**src/design/crc64_byte_stream_engine_assert.svh**
```systemverilog
// Assertion macros for the CRC-64 engine
`ifndef CRC64_BYTE_STREAM_ENGINE_ASSERT_SVH
`define CRC64_BYTE_STREAM_ENGINE_ASSERT_SVH

`ifndef SYNTHESIS
`define CRC64_ASSERT(label, clk, rst_n, prop) \
    label: assert property (@(posedge clk) disable iff (!rst_n) prop) \
        else $error("crc64 assertion failed");
`define CRC64_ASSERT_ALWAYS(label, clk, prop) \
    label: assert property (@(posedge clk) prop) \
        else $error("crc64 assertion failed");
`else
`define CRC64_ASSERT(label, clk, rst_n, prop)
`define CRC64_ASSERT_ALWAYS(label, clk, prop)
`endif

`endif

```
**src/design/crc64_pkg.sv**
```systemverilog
package crc64_pkg;

    localparam logic [63:0] CRC_POLY = 64'h42F0E1EBA9EA3693;
    localparam logic [63:0] CRC_ONES = {64{1'b1}};

    localparam int CFG_INDEX_W = 2;
    localparam logic [CFG_INDEX_W-1:0] CFG_INIT_ZERO     = 2'd0;
    localparam logic [CFG_INDEX_W-1:0] CFG_NEGATE_FINAL  = 2'd1;
    localparam logic [CFG_INDEX_W-1:0] CFG_APPEND_LENGTH = 2'd2;

    typedef struct packed {
        logic [7:0] data_byte;
        logic       byte_valid;
        logic       end_of_message;
    } in_word_t;

    typedef struct packed {
        logic [63:0] crc_result;
        logic [63:0] message_length;
    } out_word_t;

    typedef enum logic [1:0] {
        ST_RUN,
        ST_APPEND,
        ST_EMIT
    } ctrl_state_t;

    typedef struct packed {
        logic take;
        logic append_step;
        logic emit;
    } dp_cmd_t;

    typedef struct packed {
        logic append_go;
        logic rest_last;
    } dp_status_t;

    // one byte through the MSB-first CRC register
    function automatic logic [63:0] crc_byte(input logic [63:0] crc_in,
                                             input logic [7:0]  data);
        logic [63:0] crc;
        crc = crc_in ^ {data, 56'd0};
        for (int i = 0; i < 8; i++)
        begin
            if (crc[63])
                crc = {crc[62:0], 1'b0} ^ CRC_POLY;
            else
                crc = {crc[62:0], 1'b0};
        end
        return crc;
    endfunction

endpackage

```
**src/design/crc64_ctrl.sv**
```systemverilog
module crc64_ctrl (
    input  logic                  clk,
    input  logic                  rst_n,
    input  logic                  in_valid,
    input  logic                  in_eom,
    output logic                  in_stall,
    output logic                  out_valid,
    input  logic                  out_stall,
    input  crc64_pkg::dp_status_t status,
    output crc64_pkg::dp_cmd_t    cmd
);

    crc64_pkg::ctrl_state_t state_reg;
    crc64_pkg::ctrl_state_t state_next;
    logic                   out_valid_reg;
    logic                   out_valid_next;
    logic                   slot_free;

    assign slot_free = !out_valid_reg || !out_stall;

    always_comb
    begin
        state_next = state_reg;
        case (state_reg)
            crc64_pkg::ST_RUN:
            begin
                if (cmd.take && in_eom)
                    state_next = status.append_go ? crc64_pkg::ST_APPEND
                                                  : crc64_pkg::ST_EMIT;
            end
            crc64_pkg::ST_APPEND:
            begin
                if (status.rest_last)
                    state_next = crc64_pkg::ST_EMIT;
            end
            crc64_pkg::ST_EMIT:
            begin
                if (slot_free)
                    state_next = crc64_pkg::ST_RUN;
            end
            default:
            begin
                state_next = crc64_pkg::ST_RUN;
            end
        endcase
    end

    always_comb
    begin
        in_stall        = 1'b1;
        cmd.take        = 1'b0;
        cmd.append_step = 1'b0;
        cmd.emit        = 1'b0;
        case (state_reg)
            crc64_pkg::ST_RUN:
            begin
                in_stall = 1'b0;
                cmd.take = in_valid;
            end
            crc64_pkg::ST_APPEND:
            begin
                cmd.append_step = 1'b1;
            end
            crc64_pkg::ST_EMIT:
            begin
                cmd.emit = slot_free;
            end
            default:
            begin
                in_stall = 1'b1;
            end
        endcase
        out_valid_next = cmd.emit || (out_valid_reg && out_stall);
    end

    always_ff @(posedge clk or negedge rst_n)
    begin
        if (!rst_n)
        begin
            state_reg     <= crc64_pkg::ST_RUN;
            out_valid_reg <= 1'b0;
        end
        else
        begin
            state_reg     <= state_next;
            out_valid_reg <= out_valid_next;
        end
    end

    assign out_valid = out_valid_reg;

endmodule

```
**src/design/crc64_dp.sv**
```systemverilog
module crc64_dp (
    input  logic                                  clk,
    input  logic                                  rst_n,
    input  logic                                  cfg_we,
    input  logic [crc64_pkg::CFG_INDEX_W-1:0]     cfg_index,
    input  logic                                  cfg_data,
    input  crc64_pkg::in_word_t                   in_word,
    input  crc64_pkg::dp_cmd_t                    cmd,
    output crc64_pkg::dp_status_t                 status,
    output crc64_pkg::out_word_t                  out_word
);

    logic        init_zero_reg;
    logic        init_zero_next;
    logic        negate_final_reg;
    logic        negate_final_next;
    logic        append_length_reg;
    logic        append_length_next;
    logic        open_reg;
    logic        open_next;

    logic [63:0] crc_reg;
    logic [63:0] crc_next;
    logic [63:0] total_reg;
    logic [63:0] total_next;
    logic [63:0] rest_reg;
    logic [63:0] rest_next;
    logic [63:0] out_crc_reg;
    logic [63:0] out_crc_next;
    logic [63:0] out_len_reg;
    logic [63:0] out_len_next;

    logic        live;
    logic [63:0] crc_base;
    logic [63:0] total_base;
    logic [63:0] crc_item;
    logic [63:0] total_item;
    logic [63:0] crc_final;

    always_comb
    begin
        init_zero_next     = init_zero_reg;
        negate_final_next  = negate_final_reg;
        append_length_next = append_length_reg;
        if (cfg_we)
        begin
            case (cfg_index)
                crc64_pkg::CFG_INIT_ZERO:     init_zero_next     = cfg_data;
                crc64_pkg::CFG_NEGATE_FINAL:  negate_final_next  = cfg_data;
                crc64_pkg::CFG_APPEND_LENGTH: append_length_next = cfg_data;
                default:                      init_zero_next     = init_zero_reg;
            endcase
        end
    end

    assign live       = in_word.byte_valid || in_word.end_of_message;
    assign crc_base   = open_reg ? crc_reg :
                        (init_zero_reg ? 64'd0 : crc64_pkg::CRC_ONES);
    assign total_base = open_reg ? total_reg : 64'd0;
    assign total_item = total_base + {63'd0, in_word.byte_valid};
    assign crc_item   = in_word.byte_valid ?
                        crc64_pkg::crc_byte(crc_base, in_word.data_byte) : crc_base;
    assign crc_final  = negate_final_reg ? ~crc_reg : crc_reg;

    assign status.append_go = append_length_reg && (total_item != 64'd0);
    assign status.rest_last = (rest_reg[63:8] == 56'd0);

    always_comb
    begin
        open_next    = open_reg;
        crc_next     = crc_reg;
        total_next   = total_reg;
        rest_next    = rest_reg;
        out_crc_next = out_crc_reg;
        out_len_next = out_len_reg;
        if (cmd.take && live)
        begin
            open_next  = 1'b1;
            crc_next   = crc_item;
            total_next = total_item;
            rest_next  = total_item;
        end
        if (cmd.append_step)
        begin
            crc_next  = crc64_pkg::crc_byte(crc_reg, rest_reg[7:0]);
            rest_next = {8'd0, rest_reg[63:8]};
        end
        if (cmd.emit)
        begin
            open_next    = 1'b0;
            crc_next     = crc_final;
            out_crc_next = crc_final;
            out_len_next = total_reg;
        end
    end

    always_ff @(posedge clk or negedge rst_n)
    begin
        if (!rst_n)
        begin
            init_zero_reg     <= 1'b0;
            negate_final_reg  <= 1'b0;
            append_length_reg <= 1'b0;
            open_reg          <= 1'b0;
        end
        else
        begin
            init_zero_reg     <= init_zero_next;
            negate_final_reg  <= negate_final_next;
            append_length_reg <= append_length_next;
            open_reg          <= open_next;
        end
    end

    always_ff @(posedge clk)
    begin
        crc_reg     <= crc_next;
        total_reg   <= total_next;
        rest_reg    <= rest_next;
        out_crc_reg <= out_crc_next;
        out_len_reg <= out_len_next;
    end

    assign out_word.crc_result     = out_crc_reg;
    assign out_word.message_length = out_len_reg;

endmodule

```
**src/design/crc64_byte_stream_engine.sv**
```systemverilog
// channel   handshake              payload
// in        in_valid / in_stall    in_word  (data_byte, byte_valid, end_of_message)
// out       out_valid / out_stall  out_word (crc_result, message_length)
// cfg       cfg_valid / cfg_ready  cfg_index, cfg_data (bit 0 kept)
//
// Byte and idle words are taken one per cycle while the input is not stalled.
// When length append is on, each significant length byte (0 to 8) of an end word
// goes through a byte CRC step, and then the result is loaded.
// The input stalls from an end word until its result is in the output register.
// A held result does not block byte words; a new result waits for the slot.
// Async active-low reset: config clears to 0, no message open, output empty.
`include "crc64_byte_stream_engine_assert.svh"

module crc64_byte_stream_engine (
    input  logic                              clk,
    input  logic                              rst_n,
    input  logic                              in_valid,
    output logic                              in_stall,
    input  crc64_pkg::in_word_t               in_word,
    output logic                              out_valid,
    input  logic                              out_stall,
    output crc64_pkg::out_word_t              out_word,
    input  logic                              cfg_valid,
    output logic                              cfg_ready,
    input  logic [crc64_pkg::CFG_INDEX_W-1:0] cfg_index,
    input  logic                              cfg_data
);

    crc64_pkg::dp_cmd_t    cmd;
    crc64_pkg::dp_status_t status;
    logic                  cfg_we;

    assign cfg_ready = 1'b1;
    assign cfg_we    = cfg_valid && cfg_ready;

    crc64_ctrl u_ctrl (
        .clk       (clk),
        .rst_n     (rst_n),
        .in_valid  (in_valid),
        .in_eom    (in_word.end_of_message),
        .in_stall  (in_stall),
        .out_valid (out_valid),
        .out_stall (out_stall),
        .status    (status),
        .cmd       (cmd)
    );

    crc64_dp u_dp (
        .clk       (clk),
        .rst_n     (rst_n),
        .cfg_we    (cfg_we),
        .cfg_index (cfg_index),
        .cfg_data  (cfg_data),
        .in_word   (in_word),
        .cmd       (cmd),
        .status    (status),
        .out_word  (out_word)
    );

    `CRC64_ASSERT(a_emit_slot_free, clk, rst_n, cmd.emit |-> !(out_valid && out_stall))
    `CRC64_ASSERT(a_append_stalls, clk, rst_n, cmd.append_step |-> in_stall)
    `CRC64_ASSERT(a_eom_pauses, clk, rst_n, (cmd.take && in_word.end_of_message) |=> in_stall)
    `CRC64_ASSERT_ALWAYS(a_reset_empty, clk, !rst_n |=> !out_valid)

endmodule

```
**config.mk**
```make
export PLATFORM = sky130hd
export DESIGN_NAME = crc64_byte_stream_engine
export DESIGN_NICKNAME = d
export VERILOG_FILES = /design/src/design/crc64_pkg.sv /design/src/design/crc64_ctrl.sv /design/src/design/crc64_dp.sv /design/src/design/crc64_byte_stream_engine.sv
export VERILOG_INCLUDE_DIRS = /design/src /design/src/design
export SDC_FILE = /design/constraint.sdc
export NUM_CORES = 1
export LEC_CHECK = 0
export BUFFER_PORTS_ARGS = -buffer_cell sky130_fd_sc_hd__buf_4
export CAP_MARGIN = 30
export CORE_MARGIN = 1.5
export CORE_UTILIZATION = 30
export CTS_CLUSTER_SIZE = 30
export DETAILED_ROUTE_END_ITERATION = 10
export GPL_ROUTABILITY_DRIVEN = 0
export MAX_ROUTING_LAYER = met4
export SLEW_MARGIN = 20
export SYNTH_ARGS = -nofsm -noshare
export SYNTH_HDL_FRONTEND = slang
export SYNTH_SLANG_ARGS = --single-unit
```
**constraint.sdc**
```tcl
create_clock -name clk -period 5.95 [get_ports clk]
set_clock_uncertainty 0.15 [all_clocks]
set_input_delay 1.19 -clock clk [delete_from_list [all_inputs] [get_ports clk]]
set_output_delay 1.19 -clock clk [all_outputs]
set_load 0.01 [all_outputs]
```
; Word-level counts from Yosys, hierarchy flattened
; Index checks and enable logic that the tools add are counted.
[word_totals]
register_bits = 327
out_inout_bits = 131
[op_classes]
n_mux = 44
eq_ne = 7
add_sub_neg = 1
n_reduce_logical = 20
bitwise = 19
[op_table]
columns = cell, n
row1 = 63-bit 2-to-1 mux, 16
row2 = 64-bit 2-to-1 mux, 15
row3 = 33-bit inverter, 16
row4 = 64-bit bitwise XOR, 2
row5 = 56-bit 2-to-1 mux, 2
row6 = 64-bit by 1-bit adder with 64-bit output, 1
row7 = 64-bit inverter, 1
row8 = 64-bit nonzero test, 1
row9 = 56-bit zero test, 1
row10 = 2-bit 2-to-1 mux, 4
row11 = 1-bit 2-to-1 mux, 6
row12 = 2-bit case mux with 3 select lines, 1
row13 = 2-bit AND reduction, 3
row14 = 2-bit by 1-bit == test with 1-bit output (second input constant), 2
row15 = 2-bit == test (second input constant), 2
row16 = 1-bit logical AND, 4
row17 = 2-bit zero test, 2
row18 = 2-bit by 1-bit != test with 1-bit output (second input constant), 2
row19 = 2-bit nonzero test, 2
row20 = 1-bit logical OR, 3
row21 = 3-bit AND reduction, 1
row22 = 3-bit nonzero test, 1
row23 = 1-bit zero test, 2
row24 = 2-bit != test (second input constant), 1

; Longest topological paths before layout
[depth]
ltp_word = 26
mapped_depth = 21
mapped_depth_nobuf = 12

; By module
; Synthesis repeated with hierarchy kept, for this count alone.
[hier_totals]
cells_unflattened = 1815
hier_area_um2 = 19464.9
[by_module_without_submodules]
columns = module, cells_each, instances, area_each_um2
row1 = crc64_dp, 1796, 1, 19298.5
row2 = crc64_ctrl, 17, 1, 155.1
row3 = crc64_byte_stream_engine, 2, 1, 11.3

; Worst setup path after synthesis
; Ideal clock, no wire load.
[synth_timing]
kind = input to register
startpoint = input out_stall
endpoint = register u_dp.out_crc_reg[0], enable pin
t_arrival_ns = 5.077
required_ns = 5.257
stages = 4
path_buffers = 1
setup_slack_ns = 0.180
path_cell_list = nand2_1 > nand2b_1 > inv_1 > clkbuf_1
[synth_rtl]
columns = element, line_no
row1 = start: declaration, crc64_byte_stream_engine.sv:21  ; input logic out_stall,
row2 = end signal: assignment, crc64_dp.sv:120  ; out_crc_reg <= out_crc_next;
row3 = end: declaration, crc64_dp.sv:28  ; logic [63:0] out_crc_reg;

; Final worst setup path
[layout_timing]
startpoint = register u_dp.open_reg
endpoint = register u_ctrl.state_reg[0]
[layout_between]
elab_chain_cells = 7
[layout_lines]
columns = element, line_no
row1 = start: declaration, crc64_dp.sv:19  ; logic open_reg;
row2 = start signal: assignment, crc64_dp.sv:111  ; open_reg <= open_next;
row3 = 64-bit 2-to-1 mux, crc64_dp.sv:59  ; assign total_base = open_reg ? total_reg : 64'd0;
row4 = 64-bit by 1-bit adder with 64-bit output, crc64_dp.sv:60  ; assign total_item = total_base + {63'd0, in_word.byte_valid};
row5 = net u_dp.total_item[40], crc64_dp.sv:37  ; logic [63:0] total_item;
row6 = 64-bit nonzero test, crc64_dp.sv:65  ; assign status.append_go = append_length_reg && (total_item != 64'd0);
row7 = 1-bit logical AND, crc64_dp.sv:65
row8 = 2-bit 2-to-1 mux, crc64_ctrl.sv:28  ; state_next = status.append_go ? crc64_pkg::ST_APPEND
row9 = 2-bit 2-to-1 mux, crc64_ctrl.sv:27  ; if (cmd.take && in_eom)
row10 = 2-bit case mux with 3 select lines, crc64_ctrl.sv:24  ; case (state_reg)
row11 = end signal: assignment, crc64_ctrl.sv:80  ; state_reg <= crc64_pkg::ST_RUN;
row12 = end signal: assignment, crc64_ctrl.sv:85  ; state_reg <= state_next;
row13 = end: declaration, crc64_ctrl.sv:13  ; crc64_pkg::ctrl_state_t state_reg;
; The timed path passes the listed nets, and every way through them passes these cells. The select of a mux whose other input is x is not followed.
; A chain may end at the register's enable or synchronous reset.

==> results.txt <==
The final routed wire length divided by cell count is 21.18 um. The maximum single-stage delay on the critical path came out at 0.64 ns. The cell sitting at the root of the clock tree is a sky130_fd_sc_hd__clkbuf_16.

TritonCTS built the clock tree. The height of the die is 257.2 um. The number of enable-type register cells in the synthesized netlist is 312. In this run the worst hold path is classified as in -> async. The portion of the clock cycle consumed by the worst path in the final layout came out at 77.97%. The critical path is of the reg -> reg type. The number of warnings reported in the yosys synthesis log came out at 0.

Summed over its instances, the top area cell type makes up 48.33% of the synthesized netlist area. The number of H-tree branching levels came out at 2. The max-slew headroom at the worst pin came out at 32.94%. The aggregate global-route resource usage is 18.14%. The initial antenna violation count is 6. After synthesis, flip-flops and latches occupy 50.06% of the total area. Routed signal wires occupy layers up through met4. In this run the tool buffered the top-level ports with 147 buffer cells. The hold violation total from the final report came out at 0.

The minimum clock period came out at 4.639 ns. The worst-path maximum fanout came out at 31. The top-level I/O count came out at 149. The number of gates given a new drive strength after cts is 0. The first-pass GRT wire length is 90370 um. The synthesized net count came out at 1833. The flow ran to the end, and the final reports show no timing, DRC or antenna violations. The worst setup path is captured at a flip-flop. Setup repair after global routing left no endpoint under its margin. The overall routed net length came out at 59370 um.

In the post-synthesis netlist, the biggest area contributors are sky130_fd_sc_hd__edfxtp_1 (48%), sky130_fd_sc_hd__xnor2_1 (12%), sky130_fd_sc_hd__xor2_1 (6.5%), sky130_fd_sc_hd__nand2_1 (4.1%), sky130_fd_sc_hd__nor2_1 (3.3%). The max-slew violation count is 0. The post-synthesis average cell area is 10.69 sq um. After legalization and detailed placement, the total HPWL measured 41520 um. The starting utilization of the core area is 30.24%. Setup violations remaining at the end of the flow were counted as 0.

The core area is 0.06412 sq mm. Wire segments on met3 add up to 4882 um in the final route. The post-route netlist has 15.50% of its cells at a drive strength greater than 1.

The total congestion overflow after global routing is 0. The total negative slack for setup checks is 0 ns. The clock insertion delay at the later pin of the skew report is 0.56 ns. The signal on the critical path passes through and2_1 -> ha_1 -> ha_1 -> nand4_1 -> nor3_2 -> nand3_2 -> nor2_2 -> xnor2_1 -> or4b_1 -> nor4_1 -> nand4b_1 -> a31o_1.

The flip-flop and latch count after synthesis came out at 327. The via count of the first global-routing pass is 14.25k. The post-CTS setup buffer count came out at 0. Entering global routing, the biggest net connects 67 pins. The detailed-routing wirelength on met1 is 26330 um. In this run the horizontal extent of the chip is 257.2 um. From synthesis to final layout, the design area changed by 16.92%. In this run, CTS created clock tree buffers numbering 35.

The first-iteration detailed-routing DRC count came out at 1340. The pin slew with the least headroom to its limit came out at 1.006 ns. The floorplan has 93 rows. After synthesis, the share of flip-flops with an asynchronous set or reset is 2.141%. The standard cell with the maximum stage delay on the critical path is sky130_fd_sc_hd__dfrtp_4. Clock-pin slew was measured on the worst setup and hold paths at 0.06 ns. The critical path startpoint is u_dp.open_reg. The data arrival time of the critical path came out at 4.92 ns. Among all flip-flop cells after synthesis, the most frequent one is sky130_fd_sc_hd__edfxtp_1. The post-route antenna net violation count is 0. The post-route DRC violation count came out at 0.

The via density per instance came out at 5.148. The tree built by TritonCTS fans out to 327 sinks. For this block, the via count after detailed routing is 14.43k. The cell count after synthesis came out at 1813. The cell taking the most area after synthesis is sky130_fd_sc_hd__edfxtp_1. The total standard cell area after synthesis is 0.01939 sq mm. The startpoint identified for the worst register-to-register timing path is u_dp.open_reg.

The count of maximum capacitance violations came out at 0. The required time of the critical path came out at 6.23 ns. The number of nets in the layout is 1938. The die covers 0.06615 sq mm.

The element type at the critical path start is a flip-flop. The longest clock path from root to sink contains 3 buffers. The cell that appears most often on the critical path is sky130_fd_sc_hd__ha_1.

The achievable clock frequency is 215.6 MHz. In this run, distinct cell masters in the synthesized netlist total 71. The hold buffer count at CTS is 0. The number of detailed-route iterations in the first pass is 5. Detailed routing placed a total of 26320 um of wire on met2.
placed cells by master, fill, tap and decap left out, drive strengths merged, types with 39 or more instances in the layout:
cell,instances
nor4,45
o21ai,83
nand4,39
edfxtp,312
xor2,152
clkbuf,41
nand2,211
buf,182
a21oi,96
xnor2,278
nor2,169
cell type report:
cell class                 count  area (sq um)
antenna                        6         15.01
clock buffer                  41         898.4
clock inverter                20         331.6
fill                        6284         41450
inverter                      31         121.4
multi-input combinational   1341          9116
sequential                   327          9712
tap                          855          1070
timing repair buffer         182          1403
metal layers:
metal | up-vias | track usage (%)
met5 | - | -
met4 | 0 | 5.964
met3 | 118 | 3.773
met2 | 586 | 26.89
met1 | 7127 | 24.60
li1 | 6599 | -
logic make-up (layout without fill, tap and decap cells):
group,count (synthesis),after routing,share of synthesized area (%)
fa+ha+maj,2,2,0.1291
buf+inv,145,274,3.072
flops,327,327,50.06
other cells,1,7,0.01934
mux,26,26,1.420
xor+xnor,438,438,21.85
simple gates,581,581,14.35
compound gates,293,293,9.100
final timing paths:
kind	to	slack (ns)	cells past startpoint
max	u_ctrl.state_reg[0]	1.31	12
min	u_dp.open_reg	0.30	1
max reg2reg	u_ctrl.state_reg[0]	1.31	12
min reg2reg	u_dp.out_len_reg[0]	0.32	0
max in group asynchronous	u_dp.negate_final_reg	5.20	1
min in group clk	u_dp.out_len_reg[0]	0.32	0
Yosys cell counts, types with 5 or more instances:
master / number
sky130_fd_sc_hd__xnor3_1: 8
sky130_fd_sc_hd__o31ai_1: 8
sky130_fd_sc_hd__and2_1: 10
sky130_fd_sc_hd__or3_1: 6
sky130_fd_sc_hd__nand3_1: 36
sky130_fd_sc_hd__xnor2_2: 11
sky130_fd_sc_hd__dfrtp_1: 7
sky130_fd_sc_hd__o22ai_1: 16
sky130_fd_sc_hd__nand2_1: 211
sky130_fd_sc_hd__dfxtp_1: 8
sky130_fd_sc_hd__o21a_1: 17
sky130_fd_sc_hd__a211oi_1: 22
sky130_fd_sc_hd__nor2_1: 168
sky130_fd_sc_hd__mux2_2: 12
sky130_fd_sc_hd__buf_2: 14
sky130_fd_sc_hd__edfxtp_1: 312
sky130_fd_sc_hd__xnor2_4: 6
sky130_fd_sc_hd__buf_4: 5
sky130_fd_sc_hd__mux2i_1: 14
sky130_fd_sc_hd__xor2_2: 5
sky130_fd_sc_hd__inv_1: 30
sky130_fd_sc_hd__buf_1: 17
sky130_fd_sc_hd__and3_1: 8
sky130_fd_sc_hd__nand2b_1: 19
sky130_fd_sc_hd__a21oi_1: 96
sky130_fd_sc_hd__xnor2_1: 261
sky130_fd_sc_hd__nor3_1: 15
sky130_fd_sc_hd__clkbuf_1: 76
sky130_fd_sc_hd__xor2_1: 144
sky130_fd_sc_hd__nand4_1: 36
sky130_fd_sc_hd__o21ai_0: 79
sky130_fd_sc_hd__nor4_1: 38
sky130_fd_sc_hd__a31oi_1: 10
sky130_fd_sc_hd__o211ai_1: 16
worst max-delay path: cells and delay by family (launching register included):
family                   cells  cell delay, ns
flip-flops                   1            0.64
AND/OR/NAND/NOR              8            2.90
AO/OA/AOI/OAI                1            0.23
XOR/XNOR                     1            0.12
adder cells (fa/ha/maj)      2            0.45
through the flow:
| step | hold slack, ns | cells | utilization, % | instance area (sq um) | worst slack [ns] |
|---|---|---|---|---|---|
| floorplan | 0.2681 | 1813 | - | 19390 | 0.1795 |
| global placement | 0.2934 | 2734 | 33.35 | 21380 | 0.9873 |
| detailed placement | 0.3058 | 2736 | 33.41 | 21420 | 0.9360 |
| CTS | 0.2783 | 2797 | 35.33 | 22650 | 1.299 |
| global route | 0.2873 | 2803 | 35.35 | 22670 | 0.9689 |
| finish | 0.2951 | 2803 | 35.35 | 22670 | 1.311 |
Power is not shown: default switching activity piles up to over one toggle a cycle in this logic, so the estimate is an artifact.
